**config.mk**
```make
export PLATFORM = sky130hd
export DESIGN_NAME = backslash_hex_escape_decoder
export DESIGN_NICKNAME = d
export VERILOG_FILES = /design/src/sv/bhed_pkg.sv /design/src/sv/bhed_front.sv /design/src/sv/bhed_queue.sv /design/src/sv/bhed_back.sv /design/src/sv/backslash_hex_escape_decoder.sv
export SDC_FILE = /design/constraint.sdc
export NUM_CORES = 1
export LEC_CHECK = 0
export ABC_AREA = 1
export BUFFER_PORTS_ARGS = -buffer_cell sky130_fd_sc_hd__buf_2
export CORE_MARGIN = 3
export CORE_UTILIZATION = 50
export DETAILED_ROUTE_END_ITERATION = 10
export GPL_TIMING_DRIVEN = 1
export PLACE_DENSITY_LB_ADDON = 0.15
export SYNTH_ARGS = -nofsm -noshare
export SYNTH_HDL_FRONTEND = slang
export SYNTH_SLANG_ARGS = --single-unit
```
**constraint.sdc**
```tcl
create_clock -name clock -period 6.1 [get_ports clock]
set_clock_uncertainty 0.15 [all_clocks]
set_input_delay 0.305 -clock clock [delete_from_list [all_inputs] [get_ports clock]]
set_output_delay 0.305 -clock clock [all_outputs]
set_load 0.01 [all_outputs]
```
**src/sv/bhed_pkg.sv**
```systemverilog
package bhed_pkg;

   localparam int QUEUE_DEPTH_DEFAULT = 4;

   localparam int CSR_ADDR_W = 3;
   localparam int CSR_DATA_W = 32;
   localparam int REG_IDX_W  = 1;
   localparam logic [REG_IDX_W-1:0] REG_CAPACITY = 1'b0;
   localparam logic [15:0] CAPACITY_RESET = 16'hFFFF;

   localparam logic [7:0] BSLASH    = 8'h5C;
   localparam logic [7:0] CHAR_X_UP = 8'h58;
   localparam logic [7:0] CHAR_X_LO = 8'h78;
   localparam logic [7:0] CHAR_0    = 8'h30;
   localparam logic [7:0] CHAR_9    = 8'h39;
   localparam logic [7:0] CHAR_A_LO = 8'h61;
   localparam logic [7:0] CHAR_A_UP = 8'h41;
   localparam logic [7:0] HEX_LETTER_SPAN = 8'd5;

   typedef enum logic [1:0] {
      PH_NORMAL = 2'd0,
      PH_ESC    = 2'd1,
      PH_X      = 2'd2,
      PH_DIGIT  = 2'd3
   } phase_type;

   typedef enum logic [1:0] {
      KIND_BYTE = 2'd0,
      KIND_END  = 2'd1,
      KIND_OVF  = 2'd2
   } kind_type;

   // one queue entry: everything a single input word produces
   typedef struct packed {
      logic            ovf;
      logic            is_end;
      logic [2:0]      nbytes;
      logic [3:0][7:0] bytes;
      logic [15:0]     count;
   } entry_type;

   function automatic logic is_hex(input logic [7:0] c);
      logic ok;
      ok = (c inside {[CHAR_0:CHAR_9]})
         || (c inside {[CHAR_A_LO:CHAR_A_LO + HEX_LETTER_SPAN]})
         || (c inside {[CHAR_A_UP:CHAR_A_UP + HEX_LETTER_SPAN]});
      return ok;
   endfunction

   function automatic logic [3:0] hex_val(input logic [7:0] c);
      logic [7:0] v;
      if (c inside {[CHAR_0:CHAR_9]}) begin
         v = c - CHAR_0;
      end else if (c inside {[CHAR_A_LO:CHAR_A_LO + HEX_LETTER_SPAN]}) begin
         v = c - CHAR_A_LO + 8'd10;
      end else begin
         v = c - CHAR_A_UP + 8'd10;
      end
      return v[3:0];
   endfunction

endpackage

```
**src/sv/bhed_front.sv**
```systemverilog
module bhed_front (
   input  logic                clock,
   input  logic                reset,
   input  logic                req_valid,
   output logic                req_ready,
   input  logic [7:0]          req_in_byte,
   input  logic                req_msg_last,
   input  logic [15:0]         capacity,
   input  logic                q_full,
   output logic                push,
   output bhed_pkg::entry_type push_entry
);
   import bhed_pkg::*;

   phase_type       phase_ff, phase_in, phase_step;
   logic [7:0]      digit_ff, digit_in, digit_step;
   logic [15:0]     produced_ff, produced_in;
   logic            dropping_ff, dropping_in;
   logic [3:0][7:0] grp;
   logic [2:0]      n;
   logic [16:0]     sum;
   logic            ovf;
   logic            accept;

   assign req_ready = !q_full;
   assign accept    = req_valid && req_ready;

   // escape scanner: what this word produces and where the scanner goes next
   always_comb begin
      grp        = '0;
      n          = 3'd0;
      phase_step = phase_ff;
      digit_step = digit_ff;
      case (phase_ff)
         PH_NORMAL: begin
            if (req_in_byte == BSLASH) begin
               phase_step = PH_ESC;
            end else begin
               grp[0] = req_in_byte;
               n      = 3'd1;
            end
         end
         PH_ESC: begin
            if (req_in_byte == BSLASH) begin
               grp[0]     = BSLASH;
               n          = 3'd1;
               phase_step = PH_NORMAL;
            end else if (req_in_byte == CHAR_X_UP || req_in_byte == CHAR_X_LO) begin
               phase_step = PH_X;
            end else begin
               grp[0]     = BSLASH;
               grp[1]     = req_in_byte;
               n          = 3'd2;
               phase_step = PH_NORMAL;
            end
         end
         PH_X: begin
            if (is_hex(req_in_byte)) begin
               digit_step = req_in_byte;
               phase_step = PH_DIGIT;
            end else begin
               grp[0]     = BSLASH;
               grp[1]     = CHAR_X_LO;
               grp[2]     = req_in_byte;
               n          = 3'd3;
               phase_step = PH_NORMAL;
            end
         end
         PH_DIGIT: begin
            if (is_hex(req_in_byte)) begin
               grp[0] = {hex_val(digit_ff), hex_val(req_in_byte)};
               n      = 3'd1;
            end else begin
               grp[0] = BSLASH;
               grp[1] = CHAR_X_LO;
               grp[2] = digit_ff;
               grp[3] = req_in_byte;
               n      = 3'd4;
            end
            phase_step = PH_NORMAL;
         end
         default: begin
            phase_step = PH_NORMAL;
         end
      endcase
   end

   assign sum = {1'b0, produced_ff} + 17'(n);
   assign ovf = (n != 3'd0) && (sum > {1'b0, capacity});

   always_comb begin
      phase_in    = phase_ff;
      digit_in    = digit_ff;
      produced_in = produced_ff;
      dropping_in = dropping_ff;
      push        = 1'b0;
      push_entry  = '0;
      if (accept) begin
         if (dropping_ff) begin
            if (req_msg_last) begin
               phase_in    = PH_NORMAL;
               digit_in    = '0;
               produced_in = '0;
               dropping_in = 1'b0;
            end
         end else if (ovf) begin
            push           = 1'b1;
            push_entry.ovf = 1'b1;
            phase_in       = PH_NORMAL;
            digit_in       = '0;
            if (req_msg_last) begin
               produced_in = '0;
            end else begin
               dropping_in = 1'b1;
            end
         end else begin
            push              = (n != 3'd0) || req_msg_last;
            push_entry.is_end = req_msg_last;
            push_entry.nbytes = n;
            push_entry.bytes  = grp;
            push_entry.count  = sum[15:0];
            if (req_msg_last) begin
               // a pending escape is simply discarded
               phase_in    = PH_NORMAL;
               digit_in    = '0;
               produced_in = '0;
            end else begin
               phase_in    = phase_step;
               digit_in    = digit_step;
               produced_in = sum[15:0];
            end
         end
      end
   end

   always_ff @(posedge clock) begin
      if (reset) begin
         phase_ff    <= PH_NORMAL;
         digit_ff    <= '0;
         produced_ff <= '0;
         dropping_ff <= 1'b0;
      end else begin
         phase_ff    <= phase_in;
         digit_ff    <= digit_in;
         produced_ff <= produced_in;
         dropping_ff <= dropping_in;
      end
   end

endmodule

```
**src/sv/bhed_queue.sv**
```systemverilog
module bhed_queue #(
   parameter int DEPTH = bhed_pkg::QUEUE_DEPTH_DEFAULT
) (
   input  logic                clock,
   input  logic                reset,
   input  logic                push,
   input  bhed_pkg::entry_type push_entry,
   input  logic                pop,
   output bhed_pkg::entry_type head,
   output logic                full,
   output logic                empty
);
   import bhed_pkg::*;

   localparam int PTR_W = (DEPTH > 1) ? $clog2(DEPTH) : 1;
   localparam int CNT_W = $clog2(DEPTH + 1);
   localparam logic [PTR_W-1:0] PTR_LAST = PTR_W'(DEPTH - 1);
   localparam logic [CNT_W-1:0] CNT_FULL = CNT_W'(DEPTH);

   entry_type        mem_ff [DEPTH];
   logic [PTR_W-1:0] wr_ptr_ff, wr_ptr_in;
   logic [PTR_W-1:0] rd_ptr_ff, rd_ptr_in;
   logic [CNT_W-1:0] count_ff, count_in;

   assign full  = (count_ff == CNT_FULL);
   assign empty = (count_ff == '0);
   assign head  = mem_ff[rd_ptr_ff];

   always_comb begin
      wr_ptr_in = wr_ptr_ff;
      rd_ptr_in = rd_ptr_ff;
      count_in  = count_ff;
      if (push) begin
         wr_ptr_in = (wr_ptr_ff == PTR_LAST) ? '0 : wr_ptr_ff + 1'b1;
      end
      if (pop) begin
         rd_ptr_in = (rd_ptr_ff == PTR_LAST) ? '0 : rd_ptr_ff + 1'b1;
      end
      if (push && !pop) begin
         count_in = count_ff + 1'b1;
      end else if (pop && !push) begin
         count_in = count_ff - 1'b1;
      end
   end

   always_ff @(posedge clock) begin
      if (reset) begin
         wr_ptr_ff <= '0;
         rd_ptr_ff <= '0;
         count_ff  <= '0;
      end else begin
         wr_ptr_ff <= wr_ptr_in;
         rd_ptr_ff <= rd_ptr_in;
         count_ff  <= count_in;
      end
   end

   always_ff @(posedge clock) begin
      if (push) begin
         mem_ff[wr_ptr_ff] <= push_entry;
      end
   end

endmodule

```
**src/sv/bhed_back.sv**
```systemverilog
module bhed_back (
   input  logic                clock,
   input  logic                reset,
   input  bhed_pkg::entry_type head,
   input  logic                empty,
   output logic                pop,
   output logic                rsp_valid,
   input  logic                rsp_ready,
   output logic [1:0]          rsp_kind,
   output logic [7:0]          rsp_out_byte,
   output logic [15:0]         rsp_out_count,
   output logic                rsp_run_last
);
   import bhed_pkg::*;

   logic [2:0]  idx_ff, idx_in;
   logic        valid_ff, valid_in;
   kind_type    kind_ff, kind_in;
   logic [7:0]  byte_ff, byte_in;
   logic [15:0] count_ff, count_in;
   logic        last_ff, last_in;
   logic [2:0]  total;
   logic        load;

   // results per entry: one for overflow, else the bytes plus an optional end
   assign total = head.ovf ? 3'd1 : head.nbytes + 3'(head.is_end);
   assign load  = !empty && (!valid_ff || rsp_ready);
   assign pop   = load && (idx_ff == total - 3'd1);

   always_comb begin
      idx_in   = idx_ff;
      valid_in = valid_ff;
      kind_in  = kind_ff;
      byte_in  = byte_ff;
      count_in = count_ff;
      last_in  = last_ff;
      if (load) begin
         valid_in = 1'b1;
         last_in  = pop;
         idx_in   = pop ? 3'd0 : idx_ff + 3'd1;
         if (head.ovf) begin
            kind_in  = KIND_OVF;
            byte_in  = '0;
            count_in = '0;
         end else if (idx_ff < head.nbytes) begin
            kind_in  = KIND_BYTE;
            byte_in  = head.bytes[idx_ff[1:0]];
            count_in = '0;
         end else begin
            kind_in  = KIND_END;
            byte_in  = '0;
            count_in = head.count;
         end
      end else if (rsp_ready) begin
         valid_in = 1'b0;
      end
   end

   always_ff @(posedge clock) begin
      if (reset) begin
         idx_ff   <= '0;
         valid_ff <= 1'b0;
      end else begin
         idx_ff   <= idx_in;
         valid_ff <= valid_in;
      end
   end

   always_ff @(posedge clock) begin
      kind_ff  <= kind_in;
      byte_ff  <= byte_in;
      count_ff <= count_in;
      last_ff  <= last_in;
   end

   assign rsp_valid     = valid_ff;
   assign rsp_kind      = kind_ff;
   assign rsp_out_byte  = byte_ff;
   assign rsp_out_count = count_ff;
   assign rsp_run_last  = last_ff;

endmodule

```
**src/sv/backslash_hex_escape_decoder.sv**
```systemverilog
// Each input word that produces results goes into the entry queue as one entry; the results
// are then registered one by one in the output register.
// Throughput: one input word per cycle while the entry queue has room; results leave
// one per cycle while the receiver is ready, zero to five per input word.
// Reset (synchronous, active high) clears the scanner, message count, queue and output
// valid, and sets the capacity register to 65535.
module backslash_hex_escape_decoder #(
   parameter int QUEUE_DEPTH = bhed_pkg::QUEUE_DEPTH_DEFAULT
) (
   input  logic                            clock,
   input  logic                            reset,
   input  logic                            req_valid,
   output logic                            req_ready,
   input  logic [7:0]                      req_in_byte,
   input  logic                            req_msg_last,
   output logic                            rsp_valid,
   input  logic                            rsp_ready,
   output logic [1:0]                      rsp_kind,
   output logic [7:0]                      rsp_out_byte,
   output logic [15:0]                     rsp_out_count,
   output logic                            rsp_run_last,
   input  logic                            csr_psel,
   input  logic                            csr_penable,
   input  logic                            csr_pwrite,
   input  logic [bhed_pkg::CSR_ADDR_W-1:0] csr_paddr,
   input  logic [bhed_pkg::CSR_DATA_W-1:0] csr_pwdata,
   output logic [bhed_pkg::CSR_DATA_W-1:0] csr_prdata,
   output logic                            csr_pready
);
   import bhed_pkg::*;

   logic [15:0]          capacity_ff, capacity_in;
   logic [REG_IDX_W-1:0] reg_idx;
   logic                 push, pop, q_full, q_empty;
   entry_type            push_entry, head;

   assign csr_pready = 1'b1;
   assign reg_idx    = csr_paddr[CSR_ADDR_W-1:2];

   always_comb begin
      capacity_in = capacity_ff;
      if (csr_psel && csr_penable && csr_pwrite && reg_idx == REG_CAPACITY) begin
         capacity_in = csr_pwdata[15:0];
      end
   end

   always_comb begin
      csr_prdata = '0;
      if (reg_idx == REG_CAPACITY) begin
         csr_prdata = CSR_DATA_W'(capacity_ff);
      end
   end

   always_ff @(posedge clock) begin
      if (reset) begin
         capacity_ff <= CAPACITY_RESET;
      end else begin
         capacity_ff <= capacity_in;
      end
   end

   bhed_front u_front (
      .clock        (clock),
      .reset        (reset),
      .req_valid    (req_valid),
      .req_ready    (req_ready),
      .req_in_byte  (req_in_byte),
      .req_msg_last (req_msg_last),
      .capacity     (capacity_ff),
      .q_full       (q_full),
      .push         (push),
      .push_entry   (push_entry)
   );

   bhed_queue #(
      .DEPTH (QUEUE_DEPTH)
   ) u_queue (
      .clock      (clock),
      .reset      (reset),
      .push       (push),
      .push_entry (push_entry),
      .pop        (pop),
      .head       (head),
      .full       (q_full),
      .empty      (q_empty)
   );

   bhed_back u_back (
      .clock         (clock),
      .reset         (reset),
      .head          (head),
      .empty         (q_empty),
      .pop           (pop),
      .rsp_valid     (rsp_valid),
      .rsp_ready     (rsp_ready),
      .rsp_kind      (rsp_kind),
      .rsp_out_byte  (rsp_out_byte),
      .rsp_out_count (rsp_out_count),
      .rsp_run_last  (rsp_run_last)
   );

endmodule

```
Word-level counts from Yosys, hierarchy flattened
Memory sizes are Yosys's and may differ from the RTL's. A register that Yosys moved wholly into a read port is not among the register bits.
Cells that the tools add are included.
- memories kept: 1
- output and inout bits: 62
- word-level logic and storage cells: 161
- memory bits (writable): 212
- register bits: 81
- memory list (memory ; words ; bits a word ; read ports ; clocked after Yosys merged registers in ; write ports ; line ; source):
    u_queue.mem_ff ; 4 ; 53 ; 1 ; 1 ; 1 ; bhed_queue.sv:20 ; entry_type mem_ff [DEPTH];
- reduce and logical (&&, ||, !) cells: 35
- mux-type cells: 66
- bitwise operators: 2
- add/subtract/negate cells: 18
- equality and inequality tests: 12
- $lt $le $gt $ge: 13
- operators by type and width (operator ; number):
    2-to-1 mux 53 bit ; 2
    2-to-1 mux 16 bit ; 6
    2-to-1 mux 8 bit ; 12
    2-to-1 mux 52 bit ; 1
    2-to-1 mux 24 bit ; 2
    one-hot mux 8 bit (4 select lines) ; 1
    2-to-1 mux 2 bit ; 14
    == test 8 x 7 -> 1 bit, second input constant ; 3
    >= comparator 8 x 7 -> 1 bit, second input constant ; 3
    less-or-equal comparator 8 x 7 -> 1 bit, second input constant ; 3
    one-hot mux 8 bit (3 select lines) ; 1
    subtractor 4 x 1 -> 4 bit, second input constant ; 6
    2-to-1 mux 3 bit ; 6
    adder 16 x 3 -> 17 bit ; 1
    greater-than comparator 17 x 16 -> 1 bit ; 1
    adder 4 bit, second input constant ; 4
    binary-select mux 8 bit (select 2 bit) ; 1
    >= comparator 8 x 6 -> 1 bit, second input constant ; 2
    less-or-equal comparator 8 x 6 -> 1 bit, second input constant ; 2
    2-to-1 mux 4 bit ; 4
    one-hot mux 8 bit (2 select lines) ; 1
    logical AND 1 bit ; 14
    2-to-1 mux 1 bit ; 13
    one-hot mux 3 bit (4 select lines) ; 1
    23 further kinds ; 42

Longest topological paths before layout
- word-level depth: 16
- mapped depth: 37

By module
From an unflattened synthesis, not the netlist that was laid out.
- cell total of the unflattened synthesis: 1537
- area total of the unflattened synthesis: 14716.6 um^2
- by module, submodules not included (module ; cells each ; area each (um^2) ; instances):
    bhed_queue ; 572 ; 8493.1 ; 1
    bhed_front ; 648 ; 3657.3 ; 1
    bhed_back ; 190 ; 1680.4 ; 1
    backslash_hex_escape_decoder ; 127 ; 885.8 ; 1

Worst setup path before layout
Ideal clock, no wire load.
- path kind: input to register
- start: input req_in_byte[0]
- end: memory u_queue.mem_ff[0][24] (netlist bit), data pin
- stages: 29
- setup time: 203 ps
- arrival time: 4497 ps
- path slack: 1249 ps
- required time: 5747 ps
- path through: clkinv_1 -> ha_1 -> o21ai_1 -> nand2_1 -> nand2_2 -> nand4_4 -> nor2_1 -> inv_1 -> nand2_1 -> inv_1 -> fa_1 -> inv_1 -> nand3_1 -> nand2_1 -> nand2_1 -> nor2_1 -> nand3_1 -> nor2_1 -> xor2_1 -> ha_1 -> a21oi_1 -> o211ai_1 -> nor2_1 -> nand3_1 -> nand3_2 -> buf_6 -> buf_4 -> nand2_1 -> nor3_1
- RTL lines (what ; line ; source):
    start: declaration ; backslash_hex_escape_decoder.sv:14 ; input logic [7:0] req_in_byte,
    end: declaration ; bhed_queue.sv:20 ;

==> results.md <==
- The remaining antenna violation count is 0.
- The share of synthesized area in the top cell type comes to 0.5153.
- The post-detailed-placement half-perimeter wirelength is around 22000 um.
- For this design the ratio of total power to cell area is between 300 and 400 nW/um^2.
- The count of TritonRoute iterations in the first routing pass is 6.
- After detailed placement, the total cell area comes to around 15000 um^2.
- Setup violations remaining at the end of the flow were counted as 0.
- Of the total power, combinational logic draws 0.253.
- Of the available clock period, the critical path in the final layout requires 0.8636.
- The run finished with clean final reports.
- Counting stages on the worst path, the most repeated cell is nand2_1.
- The switching part of the total is 0.3242.
- Measured against its own limit, the worst slew margin works out to 0.2022.
- After detailed routing, the number of remaining DRC violations is 0.
- 0 antenna diodes ended up in the layout.
- The critical path is of the primary input to register type.
- Of the cells placed in the final design, the portion with a size suffix greater than 1 is 0.1166.
- The kind of path behind the tightest hold check is primary input to register.
- Measured in cells, the most critical reg-to-reg path has a length of 28.
- Across the VDD grid, the largest voltage drop is 0.2120 mV.
- Setup repair after global routing left no endpoint under its margin.
- The switching power of the nets is 0.001973 W.
- For this run, the register share of the synthesized area comes to 0.5958.
- Internal power comes to slightly above 0.004 W.
- The highest fanout seen on the critical path is 9.
- The number of placement rows is 60.
- The leading cell type in the layout, fill and taps excluded is nor2_1.
- The floorplan step defined a die boundary enclosing about 30000 um^2.
- The number of global-route vias before repair came to a little under 10000.
- The clock power share is 0.296.
- Input and output buffers added on the ports amount to 77.
- Excluding fillers, the count of instances in the completed layout stands at ~1900.
- Static timing analysis puts the maximum clock frequency at between 0.15 and 0.2 GHz.
- Measured against the total synthesized area, the mux share comes to 0.
- The overall fraction of global-route tracks in use is 0.2223.
- With fillers left out, the area of the finished cells amounts to about 16000 um^2.
- Among all stages on the critical path, the largest delay is contributed by nor2_1.
- Counting tap cells, the placed design contains a total of 1814 instances.
- Entering global routing, the biggest net connects 75 pins.
- The slew at the pin closest to its max-slew limit is 1.197 ns.
- In the synthesized netlist the dominant register cell turns out to be edfxtp_1.
- The CTS buffer count is 31.
- Routability-driven placement finished with a final weighted congestion of between 0.8 and 0.9.
- Max-cap violations in this run came to 0.
- The library cell with the largest summed area after synthesis is edfxtp_1.
- The number of nets in the finished design is between 1500 and 2000.
- The total number of vias is between 10000 and 15000.
- The clock drives around 300 sinks.
- The element type at the critical path end is a register.
- In the routed layout, each cell is associated on average with a via count of between 5 and 6.
- Counting flops with a built-in enable in the synthesized netlist gives between 200 and 250.
- Leaving out fill and tap cells, the most frequent cells in the layout are 261 x nor2_1, 239 x edfxtp_1, 173 x nand2_1.
- The yosys synthesis warning count is 0.
- The final count of pins violating max slew was 0.
- The leakage power total is 6.111 nW.
- From synthesis to final layout, the design area changed by 13.48%.
- Among cell families on the critical path, the largest total delay comes from simple AND/OR/NAND/NOR gates.
- The clock root buffer master is clkbuf_16.
- The area share of xor/xnor cells in the synthesized design is 0.01258.
- The number of instances in the synthesized netlist is about 1400.
- The number of different library cells used by synthesis comes to 49.
- The clock passes through at most 3 buffers.
- By area, the combinational part of the netlist is dominated by simple AND/OR/NAND/NOR gates.
- The synthesized design contains between 200 and 300 register bits.
- Global routing finished with a remaining overflow of 0.
- The core region area is 27180 um^2.
- OpenSTA, run right after detailed placement, puts the worst setup slack at 0.4077 ns.
- After layout, the worst setup slack is 0.8318 ns.
- The number of cells on the worst hold path is 3.
- The worst path in the final design needs a cycle of 5.268 ns, including I/O delays and setup.
- Clock latency on the worst-skew pair, taken at its later pin, is between 0.5 and 0.6 ns.
- The critical path depth in cells is 36.
- The wire length of the first global-routing pass is about 54000 um.
- The worst setup path is launched from a primary input.
- The total routed wirelength is around 34000 um.
- For this configuration, the core starts out at a cell density of 0.5125.
- The number of hold-slack violations in the final timing report is 0.
- After clock tree synthesis, the clock-pin slew on the worst setup and hold paths is roughly 0.06 ns.
- In this run the cell area of the synthesized design comes to roughly 14000 um^2.
- The total negative slack is 0 ns.
- The first-iteration detailed-routing DRC count is ~1000.
- Dividing the synthesized area by the synthesized cell count gives approximately 9.8 um^2.
- From bottom edge to top edge, the die measures ~170 um.
- The simple-gate share of the synthesized area is 0.1631.
- Of all flip-flops after synthesis, the portion carrying an async set or reset was 0.
- The peak per-stage delay on the critical path is ~0.45 ns.
- The count of H-tree levels built during CTS is 1.
- The width of the die is around 170 um.
- The relative contribution of sequential cells to total power is 0.451.
- The worst path required time is 6.23 ns.
- The adder and majority cell fraction of the synthesized area is 0.03791.
- The arrival time at the worst endpoint is ~5.4 ns.
- The count of buffering cells on the critical path with inverters included is 8.
- The number of primary I/O pins is 113.
- The fraction of the mapped netlist area in compound gates is 0.1278.
- By area the synthesized netlist is led by edfxtp_1 52%, dfxtp_1 8.0%, nor2_1 7.2%.
- The per-cell routed wire length is between 15 and 20 um.
- The number of gates resized after cts is 0.
- The clock tree from TritonCTS is done.
- The tightest hold path in the finished design has a slack of between 0.1 and 0.15 ns.
- The number of antenna violations at the first check in global routing came to 0.
==> final cells by class <==
| class | count | area (um^2) |
|---|---|---|
| inverters | 110 | 412.9 |
| repair buffers | 122 | 783.3 |
| fillers | 2365 | 11370 |
| flip-flops and latches | 295 | 8303 |
| clock buffers | 45 | 858.3 |
| clock inverters | 12 | 113.9 |
| well taps | 372 | 465.4 |
| multi-input cells | 934 | 4867 |
==> kinds of logic after synthesis <==
family / Yosys count
AO/OA/AOI/OAI: 313
XOR/XNOR: 20
adder cells (fa/ha/maj): 41
buffers and inverters: 203
flip-flops: 295
other: 2
AND/OR/NAND/NOR: 543
==> state kept, by name, indices dropped and copies added, names as in the netlist, named ones only <==
| name | flops |
|---|---|
| u_back.rsp_out_byte | 8 |
| u_front.produced_ff | 16 |
| u_queue.count_ff | 3 |
| u_back.rsp_out_count | 16 |
| u_front.phase_ff | 2 |
| u_front.dropping_ff | 1 |
| u_queue.wr_ptr_ff | 2 |
| u_back.rsp_valid | 1 |
| u_back.rsp_kind | 2 |
| u_front.digit_ff | 8 |
| u_queue.rd_ptr_ff | 2 |
| u_back.rsp_run_last | 1 |
| u_queue.mem_ff | 212 |
| capacity_ff | 16 |
| u_back.idx_ff | 3 |
==> path summary, 6_finish.rpt <==
path / slack, ns / endpoint / start
worst min register to register: 0.35 / u_front.digit_ff[7]$_SDFFE_PP0P_ / u_front.digit_ff[7]$_SDFFE_PP0P_
worst max-delay path: 0.83 / u_queue.mem_ff[2][39]$_DFFE_PP_ / req_in_byte[1]
worst max register to register: 0.91 / u_queue.mem_ff[2][39]$_DFFE_PP_ / u_front.phase_ff[0]$_SDFFE_PP0P_
worst min-delay path: 0.10 / u_queue.mem_ff[1][28]$_DFFE_PP_ / req_in_byte[4]
==> routing by layer <==
| layer | GRT usage | up-vias | part of all wire | wire [um] |
|---|---|---|---|---|
| met5 | 0 | - | 0 | 0 |
| met4 | 0.04966 | 0 | 0.018 | 599 |
| met2 | 0.3452 | 386 | 0.45 | 15330 |
| met1 | 0.3321 | 5027 | 0.46 | 15880 |
| li1 | - | 5052 | - | - |
| met3 | 0.03557 | 59 | 0.070 | 2412 |
==> synthesized netlist by cell type (4+ instances only) <==
cell type  number
o22ai_1        15
xor2_1         16
nand3_1        55
clkbuf_1       61
o21ai_0       148
a22oi_1         8
o221ai_1       16
nor2_1        266
buf_4          19
a31oi_1        20
o211ai_1       19
nand4_1        22
dfxtp_1        56
nand2_1       173
inv_2           7
a21oi_1        72
xnor2_1         4
inv_1         102
buf_2           8
a211oi_1        4
ha_1           39
edfxtp_1      239
nor3_1         11
==> power groups by stage <==
stage | registers [W] | clock network [W] | logic [W]
after floorplan | 0.00278 | 0 | 0.000981
after global placement | 0.00277 | 0 | 0.00149
after detailed placement | 0.00278 | 0 | 0.00152
after CTS | 0.00274 | 0.00183 | 0.00154
after global routing | 0.00278 | 0.00192 | 0.00172
final | 0.00274 | 0.00180 | 0.00154
==> worst register-to-register path, delay by kind of cell (launching register included) <==
kind / cells / cell delay (ns)
AND/OR/NAND/NOR: 16 / 2.22
XOR/XNOR: 1 / 0.24
flip-flops: 1 / 0.45
AO/OA/AOI/OAI: 2 / 0.31
adder cells (fa/ha/maj): 2 / 0.77
buffers and inverters: 7 / 0.77
==> stage by stage <==
| step | total power (W) | utilization |
|---|---|---|
| floorplan | 0.003759 | - |
| global placement | 0.004262 | 0.5388 |
| detailed placement | 0.004301 | 0.5388 |
| CTS | 0.006108 | 0.5815 |
| global route | 0.006416 | 0.5815 |
| finish | 0.006087 | 0.5815 |
==> what timing repair did <==
action / CTS / global route
endpoints found under the hold margin: 23 / 0
hold buffers: 19 / 0
buffers inserted: 0 / 0
Power figures use the tool's default switching activity.
